### src/rtl/lccp_pkg.sv
// Shared constants and types for the coefficient compress-and-pack block.
// Used by every module of the block; depends on nothing else.
`default_nettype none

package lccp_pkg;

  localparam int MODULUS  = 3329;
  localparam int HALF_MOD = MODULUS / 2;

  localparam int COEF_W    = 16;
  localparam int VAL_W     = 12;
  localparam int WID_W     = 4;
  localparam int RAW_WIDTH = 12;
  localparam logic [WID_W-1:0] RESET_WIDTH = 4'd4;

  // (u << 11) + MODULUS/2 stays below 2^27.
  localparam int NUM_W       = 27;
  localparam int RECIP_SHIFT = 32;
  localparam int RECIP_W     = 21;
  localparam int PROD_W      = NUM_W + RECIP_W;
  localparam int QUO_W       = PROD_W - RECIP_SHIFT;
  localparam logic [RECIP_W-1:0] RECIP = RECIP_W'((64'd1 << RECIP_SHIFT) / MODULUS);

  localparam int QUEUE_DEPTH = 8;
  localparam int QPTR_W      = 3;
  localparam int QCNT_W      = 4;

  localparam int PEND_W = 7;
  localparam int PCNT_W = 3;
  localparam int ACC_W  = PEND_W + VAL_W;
  localparam int ACNT_W = 5;

  typedef struct packed {
    logic [VAL_W-1:0] value;
    logic [WID_W-1:0] width;
  } entry_t;

endpackage

`default_nettype wire

### src/rtl/lccp_front.sv
// Front end: accepts coefficients, normalizes them and computes the compressed value.
// Three-stage pipeline with reciprocal division; depends on lccp_pkg.
`default_nettype none

module lccp_front (
  input  logic                         clk,
  input  logic                         rst,
  input  logic [lccp_pkg::WID_W-1:0]   coeff_bits,
  input  logic                         in_valid,
  output logic                         in_stall,
  input  logic [lccp_pkg::COEF_W-1:0]  coefficient,
  input  logic [lccp_pkg::QCNT_W-1:0]  queue_count,
  output logic                         push,
  output lccp_pkg::entry_t             push_entry
);
  import lccp_pkg::*;

  logic                v0, v1, v2;
  logic [COEF_W-1:0]   u0;
  logic [WID_W-1:0]    d0, d1, d2;
  logic [NUM_W-1:0]    num1, num2;
  logic [VAL_W-1:0]    raw1, raw2;
  logic [PROD_W-1:0]   prod2;

  logic [QCNT_W-1:0]   committed;
  logic                accept;
  logic [COEF_W-1:0]   norm;
  logic [WID_W-1:0]    width_eff;
  logic [QUO_W-1:0]    quo_est;
  logic [NUM_W-1:0]    rem;
  logic [QUO_W-1:0]    quo;
  logic [VAL_W-1:0]    mask;

  // The pipeline never stalls: an item is only taken when the queue is sure
  // to have room for it and for everything already in flight.
  assign committed = queue_count + QCNT_W'(v0) + QCNT_W'(v1) + QCNT_W'(v2);
  assign in_stall  = committed >= QCNT_W'(QUEUE_DEPTH);
  assign accept    = in_valid && !in_stall;

  assign norm      = coefficient[COEF_W-1] ? coefficient + COEF_W'(MODULUS) : coefficient;
  assign width_eff = (coeff_bits > WID_W'(RAW_WIDTH)) ? WID_W'(RAW_WIDTH) : coeff_bits;

  // The reciprocal estimate is at most one low; a single compare fixes it.
  assign quo_est = prod2[RECIP_SHIFT +: QUO_W];
  assign rem     = num2 - NUM_W'(quo_est * MODULUS);
  assign quo     = quo_est + QUO_W'(rem >= NUM_W'(MODULUS));
  assign mask    = ~({VAL_W{1'b1}} << d2);

  assign push             = v2;
  assign push_entry.width = d2;
  assign push_entry.value = (d2 >= WID_W'(RAW_WIDTH)) ? raw2 : (quo[VAL_W-1:0] & mask);

  always_ff @(posedge clk) begin
    if (rst) begin
      v0 <= 1'b0;
      v1 <= 1'b0;
      v2 <= 1'b0;
    end else begin
      v0 <= accept;
      v1 <= v0;
      v2 <= v1;
    end
  end

  always_ff @(posedge clk) begin
    u0    <= norm;
    d0    <= width_eff;
    num1  <= (NUM_W'(u0) << d0) + NUM_W'(HALF_MOD);
    raw1  <= u0[VAL_W-1:0];
    d1    <= d0;
    prod2 <= {{RECIP_W{1'b0}}, num1} * {{NUM_W{1'b0}}, RECIP};
    num2  <= num1;
    raw2  <= raw1;
    d2    <= d1;
  end

endmodule

`default_nettype wire

### src/rtl/lccp_queue.sv
// Short first-in first-out queue of compressed values between front and back.
// Register storage read at the head only; depends on lccp_pkg.
`default_nettype none

module lccp_queue (
  input  logic                         clk,
  input  logic                         rst,
  input  logic                         push,
  input  lccp_pkg::entry_t             push_entry,
  input  logic                         pop,
  output logic                         head_valid,
  output lccp_pkg::entry_t             head_entry,
  output logic [lccp_pkg::QCNT_W-1:0]  count
);
  import lccp_pkg::*;

  entry_t              slots [QUEUE_DEPTH];
  logic [QPTR_W-1:0]   wr_ptr;
  logic [QPTR_W-1:0]   rd_ptr;

  assign head_valid = count != '0;
  assign head_entry = slots[rd_ptr];

  always_ff @(posedge clk) begin
    if (rst) begin
      wr_ptr <= '0;
      rd_ptr <= '0;
      count  <= '0;
    end else begin
      if (push) begin
        wr_ptr <= wr_ptr + 1'b1;
      end
      if (pop) begin
        rd_ptr <= rd_ptr + 1'b1;
      end
      count <= count + QCNT_W'(push) - QCNT_W'(pop);
    end
  end

  always_ff @(posedge clk) begin
    if (push) begin
      slots[wr_ptr] <= push_entry;
    end
  end

endmodule

`default_nettype wire

### src/rtl/lccp_back.sv
// Back end: appends compressed values to the pending bits and emits whole bytes.
// Holds the pending bit state and a two-byte output stage; depends on lccp_pkg.
`default_nettype none

module lccp_back (
  input  logic              clk,
  input  logic              rst,
  input  logic              head_valid,
  input  lccp_pkg::entry_t  head_entry,
  output logic              pop,
  output logic              out_valid,
  input  logic              out_stall,
  output logic [7:0]        packed_byte,
  output logic              run_last
);
  import lccp_pkg::*;

  logic [PEND_W-1:0]  pending_bits;
  logic [PCNT_W-1:0]  pending_count;
  logic               second_valid;
  logic [7:0]         second_byte;

  logic [ACC_W-1:0]   acc;
  logic [ACNT_W-1:0]  cnt;
  logic               one_byte;
  logic               two_bytes;
  logic [ACC_W-1:0]   left;
  logic [PCNT_W-1:0]  pending_count_next;
  logic [PEND_W-1:0]  pending_bits_next;
  logic               out_free;

  assign acc       = ACC_W'(pending_bits) | (ACC_W'(head_entry.value) << pending_count);
  assign cnt       = ACNT_W'(pending_count) + ACNT_W'(head_entry.width);
  assign two_bytes = cnt >= ACNT_W'(16);
  assign one_byte  = cnt >= ACNT_W'(8);
  assign left      = two_bytes ? (acc >> 16) : (one_byte ? (acc >> 8) : acc);

  // At most 19 bits are held, so the leftover count is simply the low three bits.
  assign pending_count_next = cnt[PCNT_W-1:0];
  assign pending_bits_next  = left[PEND_W-1:0] & ~({PEND_W{1'b1}} << pending_count_next);

  assign out_free = !out_valid || !out_stall;
  assign pop      = out_free && !second_valid && head_valid;

  always_ff @(posedge clk) begin
    if (rst) begin
      out_valid     <= 1'b0;
      second_valid  <= 1'b0;
      pending_bits  <= '0;
      pending_count <= '0;
    end else if (out_free) begin
      if (second_valid) begin
        out_valid    <= 1'b1;
        second_valid <= 1'b0;
      end else if (head_valid) begin
        out_valid     <= one_byte;
        second_valid  <= two_bytes;
        pending_bits  <= pending_bits_next;
        pending_count <= pending_count_next;
      end else begin
        out_valid <= 1'b0;
      end
    end
  end

  always_ff @(posedge clk) begin
    if (out_free) begin
      if (second_valid) begin
        packed_byte <= second_byte;
        run_last    <= 1'b1;
      end else begin
        packed_byte <= acc[7:0];
        run_last    <= !two_bytes;
        second_byte <= acc[15:8];
      end
    end
  end

endmodule

`default_nettype wire

### src/rtl/lattice_coeff_compress_pack.sv
// Coefficients pass the three front stages, the queue and the output register.
// Throughput: one coefficient per cycle in while in_stall is low, one byte per cycle
// out while out_stall is low, so a coefficient that completes two bytes holds the back
// end until both are out. An 8-entry queue absorbs the difference.
// Reset (synchronous, active high) empties the pipeline and queue, drops the pending
// bits and sets the width register to 4. Top level; depends on lccp_pkg and submodules.
`default_nettype none

module lattice_coeff_compress_pack (
  input  logic                         clk,
  input  logic                         rst,
  input  logic                         cfg_wr_en,
  input  logic [lccp_pkg::WID_W-1:0]   cfg_wr_data,
  input  logic                         in_valid,
  output logic                         in_stall,
  input  logic [lccp_pkg::COEF_W-1:0]  coefficient,
  output logic                         out_valid,
  input  logic                         out_stall,
  output logic [7:0]                   packed_byte,
  output logic                         run_last
);
  import lccp_pkg::*;

  logic [WID_W-1:0]   coeff_bits;
  logic               push;
  entry_t             push_entry;
  logic               pop;
  logic               head_valid;
  entry_t             head_entry;
  logic [QCNT_W-1:0]  queue_count;

  always_ff @(posedge clk) begin
    if (rst) begin
      coeff_bits <= RESET_WIDTH;
    end else if (cfg_wr_en) begin
      coeff_bits <= cfg_wr_data;
    end
  end

  lccp_front u_front (
    .clk         (clk),
    .rst         (rst),
    .coeff_bits  (coeff_bits),
    .in_valid    (in_valid),
    .in_stall    (in_stall),
    .coefficient (coefficient),
    .queue_count (queue_count),
    .push        (push),
    .push_entry  (push_entry)
  );

  lccp_queue u_queue (
    .clk        (clk),
    .rst        (rst),
    .push       (push),
    .push_entry (push_entry),
    .pop        (pop),
    .head_valid (head_valid),
    .head_entry (head_entry),
    .count      (queue_count)
  );

  lccp_back u_back (
    .clk         (clk),
    .rst         (rst),
    .head_valid  (head_valid),
    .head_entry  (head_entry),
    .pop         (pop),
    .out_valid   (out_valid),
    .out_stall   (out_stall),
    .packed_byte (packed_byte),
    .run_last    (run_last)
  );

endmodule

`default_nettype wire
### config.mk
export PLATFORM = sky130hd
export DESIGN_NAME = lattice_coeff_compress_pack
export DESIGN_NICKNAME = d
export VERILOG_FILES = /design/src/rtl/lccp_pkg.sv /design/src/rtl/lccp_front.sv /design/src/rtl/lccp_queue.sv /design/src/rtl/lccp_back.sv /design/src/rtl/lattice_coeff_compress_pack.sv
export SDC_FILE = /design/constraint.sdc
export NUM_CORES = 1
export LEC_CHECK = 0
export ABC_CLOCK_PERIOD_IN_PS = 11400
export BUFFER_PORTS_ARGS = -buffer_cell sky130_fd_sc_hd__buf_2
export CAP_MARGIN = 30
export CORE_MARGIN = 2
export CORE_UTILIZATION = 60
export CTS_CLUSTER_SIZE = 20
export DETAILED_ROUTE_END_ITERATION = 8
export PLACE_DENSITY = 0.76
export SLEW_MARGIN = 20
export SYNTH_ARGS = -nofsm -noshare
export SYNTH_HDL_FRONTEND = slang
export SYNTH_SLANG_ARGS = --single-unit
### constraint.sdc
create_clock -name clk -period 11.4 [get_ports clk]
set_clock_uncertainty 0.1 [all_clocks]
set_input_delay 2.28 -clock clk [delete_from_list [all_inputs] [get_ports clk]]
set_output_delay 2.28 -clock clk [all_outputs]
set_load 0.005 [all_outputs]
* Word-level counts from Yosys, hierarchy flattened *
Memory sizes are Yosys's and may differ from the RTL's. A register that Yosys moved wholly into a read port is not among the register bits.
Cells that the tools add are included.

storage, ports and cells
  bits in latches = 0
  output and inout bits = 11
  memory bits (writable) = 128
  bits in read-only memories = 0
  memories kept = 1
  flip-flop bits (word level) = 200

memory list
  memory         depth  bits a word  rd ports  clocked after Yosys merged registers in  wr ports  RTL line          text
  u_queue.slots  8      16           1         1                                        1         lccp_queue.sv:17  entry_t slots [QUEUE_DEPTH];

cells by class
  equal/unequal tests = 0
  div/mod/pow operators = 0
  $lt $le $gt $ge = 6
  reductions and logical operators = 12
  shift operators = 4
  mux-type cells = 13
  add/subtract/negate cells = 12
  multiply operators = 2
  bitwise operators = 6

operator list
  operator                  count
  $mul A27 B21 Y48 const B  1
  $add A27 B11 Y27 const B  1
  $ge A27 B12 Y1 const B    1
  $mul A16 B12 Y27 const B  1
  $shl A16 B4 Y27           1
  $sub A27 B27 Y27          1
  $or A7 B19 Y19            1
  $shl A12 B3 Y19           1
  $add A16 B12 Y16 const B  1
  $add A4 B1 Y4             4
  $mux W15                  1
  $mux W7                   2
  $add A12 B1 Y12           1
  $and A12 B12 Y12          1
  $mux W12                  1
  $not A12 Y12              1
  $shl A12 B4 Y12 const A   1
  $ge A4 B4 Y1 const B      2
  $mux W8                   1
  $and A7 B7 Y7             1
  $not A7 Y7                1
  $shl A7 B3 Y7 const A     1
  $add A3 B1 Y3 const B     2
  $mux W1                   6
  13 further kinds          20

* Logic depth before layout (Yosys ltp) *
Gate-level depths: netlist of the first run.

  depth in word-level cells = 6
  gate-level depth with buffers = 29
  gate-level depth less buffers = 29

* By module *
From an unflattened synthesis of the first run, not the netlist that was laid out.

unflattened totals
  cell total of the unflattened synthesis = 2299
  area total of the unflattened synthesis = 26085.0 um^2

modules (own cells, without submodules)
  module                       instances  area each (um^2)  cells each
  lccp_front                   1          18590.3           1867
  lccp_queue                   1          5520.3            253
  lccp_back                    1          1830.5            166
  lattice_coeff_compress_pack  1          143.9             13

* Worst setup path before layout of the first run *
Ideal clock, no wire load.

  path kind = register to register
  start = register u_front.num1[13]
  end = register u_front.prod2[47]
  cell stages (with the launch flop) = 24
  buffers on the path = 0
  setup time = 120 ps
  period minus slack after synthesis = 6489 ps
  path slack = 4911 ps
  data required time = 11180 ps
  arrival = 6269 ps
  cells stage by stage = dfxtp_1 > fa_1 > inv_1 > fa_1 > inv_1 > fa_1 > inv_1 > fa_1 > fa_1 > inv_1 > fa_1 > inv_1 > fa_1 > inv_1 > ha_1 > nand3_1 > nor3_1 > o2111ai_1 > a31oi_1 > o21ai_0 > o31a_1 > o31ai_1 > a21oi_1 > xnor2_1

on the way
  word-level cells in the longest chain between the ends = 1

ends and longest elaborated chain
  element                 RTL line          text
  from (decl)             lccp_front.sv:21  logic [NUM_W-1:0] num1, num2;
  from (signal assigned)  lccp_front.sv:68  num1 <= (NUM_W'(u0) << d0) + NUM_W'(HALF_MOD);
  $mul A27 B21 Y48        lccp_front.sv:71  prod2 <= {{RECIP_W{1'b0}}, num1} * {{NUM_W{1'b0}}, RECIP};
  to (signal assigned)    lccp_front.sv:71
  to (decl)               lccp_front.sv:23  logic [PROD_W-1:0] prod2;

Every way passes these cells.
A chain may end at the register's enable or synchronous reset.

* Final worst setup path of the first run *
Same ends and word-level chain as after synthesis.

==> impl_metrics.yaml, run 1 <==
cts:
  clk-insertion-delay-late_ns: 0.55
  tritoncts: "yes"
  postCtsHoldBufs: 0
  cts_num_sinks: 299
  clk_path_buf_depth: 3
  cts_buf_count: 25
  number_of_setup_buffers_added_after_cts: 0
  htree_levels: 1
  clk_transition_reported_paths_ns: 0.07
  cts-resized-gates: 0
  root_buffer: "clkbuf_16"
outcome:
  status: "completed"
detailed_routing:
  drt_pass1_iterations: 5
  route.detailed.wl_per_inst_um: 20.0
  routed-via-count: 16299
  via_per_inst: 5.63
  routed_wirelength_um: 57900
  ant_nets_after_route: 0
  drcViolationCount: 0
  detailedRoute.firstIterationViolations: 1025
timing:
  report.final.slew_viol_count: 0
  setup_viol_count_final: 0
  fmax_ghz: 0.135
  setup_tns_ns: 0
  timing_hold_violations_final: 0
  worstMarginPinSlew_ns: 0.901
  grt_setup_unrepaired: "no"
  period_needed_ns: 7.41
  final.period_utilization_pct: 65.0
  slew_headroom_pct: 39.9
place:
  buffers_on_ports: 35
  dp_cells: 2843
  place_area_um2: 26500
  routabilityCongestion: 0.937
  hpwlAfterDp_um: 47500
setup_path:
  regToRegStartpoint: "u_front.num1[13]"
  worst_path_max_delay_cell: "fa_1"
  regToRegSetupSlack_ns: 3.99
  crit_required_ns: 11.73
  critical_path.startpoint_type: "flip-flop"
  cp.buffers_inverters: 7
  worst-endpoint-arrival_ns: 7.73
  cpPeakStageDelay_ns: 0.70
  timing.setup.critical_path_class: "reg -> reg"
  timing.critical_path.cells: "fa_1 > inv_1 > fa_1 > inv_1 > fa_1 > inv_1 > fa_1 > fa_1 > inv_1 > fa_1 > inv_1 > fa_1 > inv_1 > ha_1 > nand3_1 > nor3_1 > o2111ai_1 > a31oi_1 > o21ai_0 > buf_2 > o31a_1 > o31ai_1 > a21oi_1 > xnor2_1"
  crit_path_max_fanout: 8
  r2r_cells: 24
  crit_family: "adder cells"
  path_common_cell: "fa_1"
  endpoint_of_the_worst_slack_reg_to_reg_timing_path: "u_front.prod2[47]"
  timing.critical_path.to_type: "flip-flop"
synth:
  postSynthNetCount: 2964
  post_synthesis_instance_area_um2: 25800
  postSynthCellCount: 2296
  number_of_distinct_library_cell_variants_in_the_gate_level_netlist_after_synthesis: 82
  postSynthRegisterBits: 299
  synthesis.area_per_instance_um2: 11.2
  synth-seq-area-share_pct: 28.9
  synth_edf_count: 145
  synthFlopType: "dfxtp_1"
  postSynth.asyncResetShare_pct: 0
  yosysWarnings: 0
die:
  dieHeight_um: 211
  placeableCoreArea_um2: 42100
  rows: 75
  die_width_um: 211
  io-pin-count: 36
  initial_standard_cell_utilization_of_the_core_pct: 61.2
  dieArea_um2: 44600
finish:
  commonest_cells_after_routing_fill_and_taps_aside: "inv_1, ha_1, fa_1, dfxtp_1, edfxtp_1"
  area.growth.synth_to_final_pct: 6.35
  stdcell_area_um2: 27400
  num-fill-cells: 3203
  final_nets: 3003
  final_layout_size_suffix_gt1_share_pct: 7.99
  layout_commonest_cell: "inv_1"
  insertedDiodeCount: 0
  layoutNonFillerInstCount: 2893
global_routing:
  wire_length_of_the_first_global_routing_pass_um: 94400
  grt_max_degree: 33
  first_global_vias: 17767
  grt_antenna_before_repair: 1
  global_route_total_usage_across_every_layer_pct: 27.5
  grt_overflow_total: 0
worst_hold_path:
  hold_path.class: "reg -> reg"
  hold-path-endpoint: "u_front.raw2[5]"
  hold_depth: 0
  hp-start: "u_front.raw1[5]"
job:
  cap_viol_max_count: 0
[metal layers]
| layer | up-vias | track usage [%] | share of wire (%) |
|---|---|---|---|
| li1 | 7572 | - | - |
| met1 | 8093 | 34.7 | 40 |
| met2 | 524 | 49.8 | 52 |
| met3 | 110 | 2.65 | 5.0 |
| met4 | 0 | 8.57 | 3.3 |
| met5 | - | 0 | 0 |
[worst max path at each step]
stage / startpoint / endpoint / slack, ns / cells past startpoint
after floorplan: u_front.num1[13] / u_front.prod2[47] / 4.91 / 23
after global placement: u_front.num1[4] / u_front.prod2[42] / 3.81 / 23
after detailed placement: u_front.num1[13] / u_front.prod2[47] / 4.06 / 24
after CTS: u_front.num1[13] / u_front.prod2[47] / 3.99 / 24
after global routing: u_front.num1[6] / u_front.prod2[47] / 3.66 / 24
final: u_front.num1[13] / u_front.prod2[47] / 3.99 / 24
[logic make-up after synthesis]
kind of cell	synth area share, %
DFF	28.9
buffers and inverters	9.21
and+or+nand+nor	5.57
adders and majority gates	40.1
xor gates and xnor gates	2.96
muxes	7.45
AOI/OAI and AO/OA	5.86
[worst register-to-register path: cells and delay by family, from the launching register on]
kind | cells | cell delay [ns]
adder cells (fa/ha/maj) | 8 | 4.16
AO/OA/AOI/OAI | 6 | 1.47
buffers and inverters | 7 | 0.57
flip-flops | 1 | 0.44
AND/OR/NAND/NOR | 2 | 0.41
XOR/XNOR | 1 | 0.14
[flip-flops by register name, indices dropped and copies added, names as in the netlist, 12 cells and up, named ones only]
register,cells
u_front.raw1,12
u_front.raw2,12
u_queue.slots,128
u_front.num1,27
u_front.num2,27
u_front.prod2,16
u_front.u0,16
[cell usage after synthesis, drive strengths merged, types with 7 or more instances]
cell,n,area share (%)
inv,565,8.2
nor2,85,1.3
edfxtp,145,17
o21ai,54,1.0
fa,305,24
nand4,8,0.19
mux2i,48,1.9
a21oi,79,1.6
ha,338,16
mux4,50,4.4
a21o,19,0.55
a31oi,8,0.19
o21a,8,0.23
buf,21,0.67
dfxtp,154,12
nor2b,10,0.27
nor3,27,0.57
nand2b,9,0.22
and2,7,0.17
a211oi,7,0.20
nand2,93,1.4
and3,10,0.24
o21bai,7,0.20
xor2,25,0.85
nor4,7,0.19
clkbuf,19,0.28
nand3,21,0.41
xnor2,62,2.1
mux2,25,1.1
[area by class of cell]
| cell class | count | area [µm²] | share of cell area (%) |
|---|---|---|---|
| Clock buffer | 35 | 749 | 2.73 |
| Clock inverter | 11 | 113 | 0.411 |
| Inverter | 567 | 2130 | 7.76 |
| Multi-Input combinational cell | 1390 | 16000 | 58.4 |
| Sequential cell | 299 | 7440 | 27.1 |
| Tap cell | 539 | 674 | 2.46 |
| Timing Repair Buffer | 52 | 313 | 1.14 |
[per-stage QoR]
stage | util (%) | worst slack, ns | hold WS [ns]
after detailed placement | 62.9 | 4.06 | 0.212
after global placement | 62.9 | 3.81 | 0.210
after global routing | 65.1 | 3.66 | 0.232
after floorplan | - | 4.91 | 0.210
after CTS | 65.0 | 3.99 | 0.227
final | 65.1 | 3.99 | 0.226
Power of run 1 is left out: the tool's default activity adds up to more than one toggle a clock period on the data nets, which glitch-free logic cannot reach.
==> inputs of run 2 (changes only) <==
ABC_CLOCK_PERIOD_IN_PS = 6400   (was 11400)
CORE_UTILIZATION = 59   (was 60)
PLACE_DENSITY = 0.78   (was 0.76)
clock period = 6.4 ns   (was 11.4 ns; I/O delays follow)
==> run 2 against run 1 <==
  * The flow now finishes with violations (negative setup slack)
  * Non-clock buffer count grew 243
  * Sequential share of layout area shrank 2.5 points
  * First-iteration DRC count grew 12%
  * Setup slack lost 4.2 ns
  * Count of clock-buffer cells in the layout grew 2
  * Global-route usage grew 0.93 points
  * Worst hold slack lost 0.0045 ns
  * Wire length grew 7.6%
  * Utilization grew 5.6 points
  * Cell count grew 10%
  * Maximum frequency grew 13%
  * Highest routed layer unchanged
==> impl_metrics.yaml, run 2 (same netlist as run 1, synthesis figures left out) <==
detailed_routing:
  detailedRoute.firstIterationViolations: 1146
  via_per_inst: 5.42
  drcViolationCount: 0
  routed_wirelength_um: 62300
  route.detailed.wl_per_inst_um: 19.6
  drt_pass1_iterations: 5
  ant_nets_after_route: 0
  routed-via-count: 17272
die:
  dieHeight_um: 213
  placeableCoreArea_um2: 43100
  rows: 76
  io-pin-count: 36
  initial_standard_cell_utilization_of_the_core_pct: 59.8
  die_width_um: 213
  dieArea_um2: 45400
setup_path:
  r2r_cells: 23
  crit_path_max_fanout: 6
  crit_required_ns: 6.73
  critical_path.startpoint_type: "flip-flop"
  timing.setup.critical_path_class: "reg -> reg"
  regToRegSetupSlack_ns: -0.18
  timing.critical_path.to_type: "flip-flop"
  worst-endpoint-arrival_ns: 6.91
job:
  cap_viol_max_count: 0
finish:
  area.growth.synth_to_final_pct: 18.1
  largest_reg_flops: 128
  commonest_cells_after_routing_fill_and_taps_aside: "inv_1, ha_1, fa_1, buf_4, edfxtp_1"
  multiInputGateArea_um2: 16900
  insertedDiodeCount: 0
  final_layout_size_suffix_gt1_share_pct: 23.8
  largestRegisters: "u_queue.slots x128, u_front.num1 x27, u_front.num2 x27"
  area.sequential_um2: 7500
  layoutNonFillerInstCount: 3186
  largest_register: "u_queue.slots"
  stdcell_area_um2: 30400
  final_nets: 3248
  layout_commonest_cell: "inv_1"
  num-fill-cells: 2884
timing:
  period_needed_ns: 6.58
  holdWs_ns: 0.221
  layout_setup_ws_ns: -0.177
  setup_viol_count_final: 39
  grt_setup_unrepaired: "yes"
  timing_hold_violations_final: 0
  report.final.slew_viol_count: 0
  slew_headroom_pct: 40.9
  fmax_ghz: 0.152
  worstMarginPinSlew_ns: 0.885
  final.period_utilization_pct: 103
outcome:
  status: "complete, but fails checks"
  failed_checks: "negative setup slack"
cts:
  tritoncts: "yes"
  root_buffer: "clkbuf_16"
  clk_transition_reported_paths_ns: 0.07
  postCtsHoldBufs: 0
  clk_path_buf_depth: 3
  cts_buf_count: 27
  htree_levels: 1
  cts_num_sinks: 299
  clk-insertion-delay-late_ns: 0.55
place:
  place_area_um2: 28200
  buffers_on_ports: 35
  hpwlAfterDp_um: 49200
  routabilityCongestion: 0.945
  dp_cells: 3102
  preCtsSetupSlack_ns: -0.927
worst_hold_path:
  hold_depth: 0
  hold_path.class: "reg -> reg"
global_routing:
  grt_max_degree: 34
  grt_antenna_before_repair: 0
  global_route_total_usage_across_every_layer_pct: 28.4
  wire_length_of_the_first_global_routing_pass_um: 98500
  first_global_vias: 18977
  grt_overflow_total: 0
==> run 2: through the flow <==
| step | TNS, ns | util [%] |
|---|---|---|
| floorplan | 0 | - |
| global placement | -50.28 | 65.5 |
| detailed placement | -53.62 | 65.5 |
| CTS | -0.774 | 69.5 |
| global route | -11.34 | 70.7 |
| finish | -3.44 | 70.7 |
==> run 2: path summary, 6_finish.rpt <==
kind,start,to
setup reg to reg,u_front.num1[16],u_front.prod2[47]
hold reg to reg,u_front.raw1[5],u_front.raw2[5]
setup / recovery,u_front.num1[16],u_front.prod2[47]
hold / removal,u_front.raw1[5],u_front.raw2[5]
==> run 2: final cells by class <==
type / instances / area share, %
clock inverter: 13 / 0.296
inverter: 567 / 6.99
clock buffer: 37 / 2.58
tap: 585 / 2.40
sequential: 299 / 24.6
multi-input combinational: 1390 / 55.7
timing repair buffer: 295 / 7.41
==> run 2: what timing repair did <==
item	4_1_cts	5_1_grt
pin swaps	116	46
endpoints found under the hold margin	0	0
setup endpoints to repair	95	87
gates resized for setup	163	96
buffers inserted	26	8
==> run 2: worst max-delay path: stages, from the launching register on <==
cell and delay [ns]:
dfxtp_4 0.38, fa_1 0.58, inv_2 0.05, fa_1 0.51, inv_2 0.04, fa_1 0.53
inv_2 0.05, fa_1 0.46, fa_1 0.51, inv_2 0.04, fa_1 0.49, fa_1 0.53
ha_4 0.30, buf_6 0.09, nand4_1 0.15, nor3_4 0.19, o2111ai_2 0.14, a31oi_2 0.16
buf_4 0.16, o21ai_4 0.10, o31a_1 0.35, o31ai_2 0.26, a21oi_1 0.12, xnor2_1 0.14
==> run 2: per-layer routing <==
layer  global-route usage, %  share of wire, %  vias to the layer above
li1                        -                 -                     8053
met1                    34.8                39                     8528
met2                    49.8                51                      527
met3                    3.75               4.9                      164
met4                    13.4               5.2                        0
met5                       0                 0                        -
Power of run 2 is left out for the same reason.
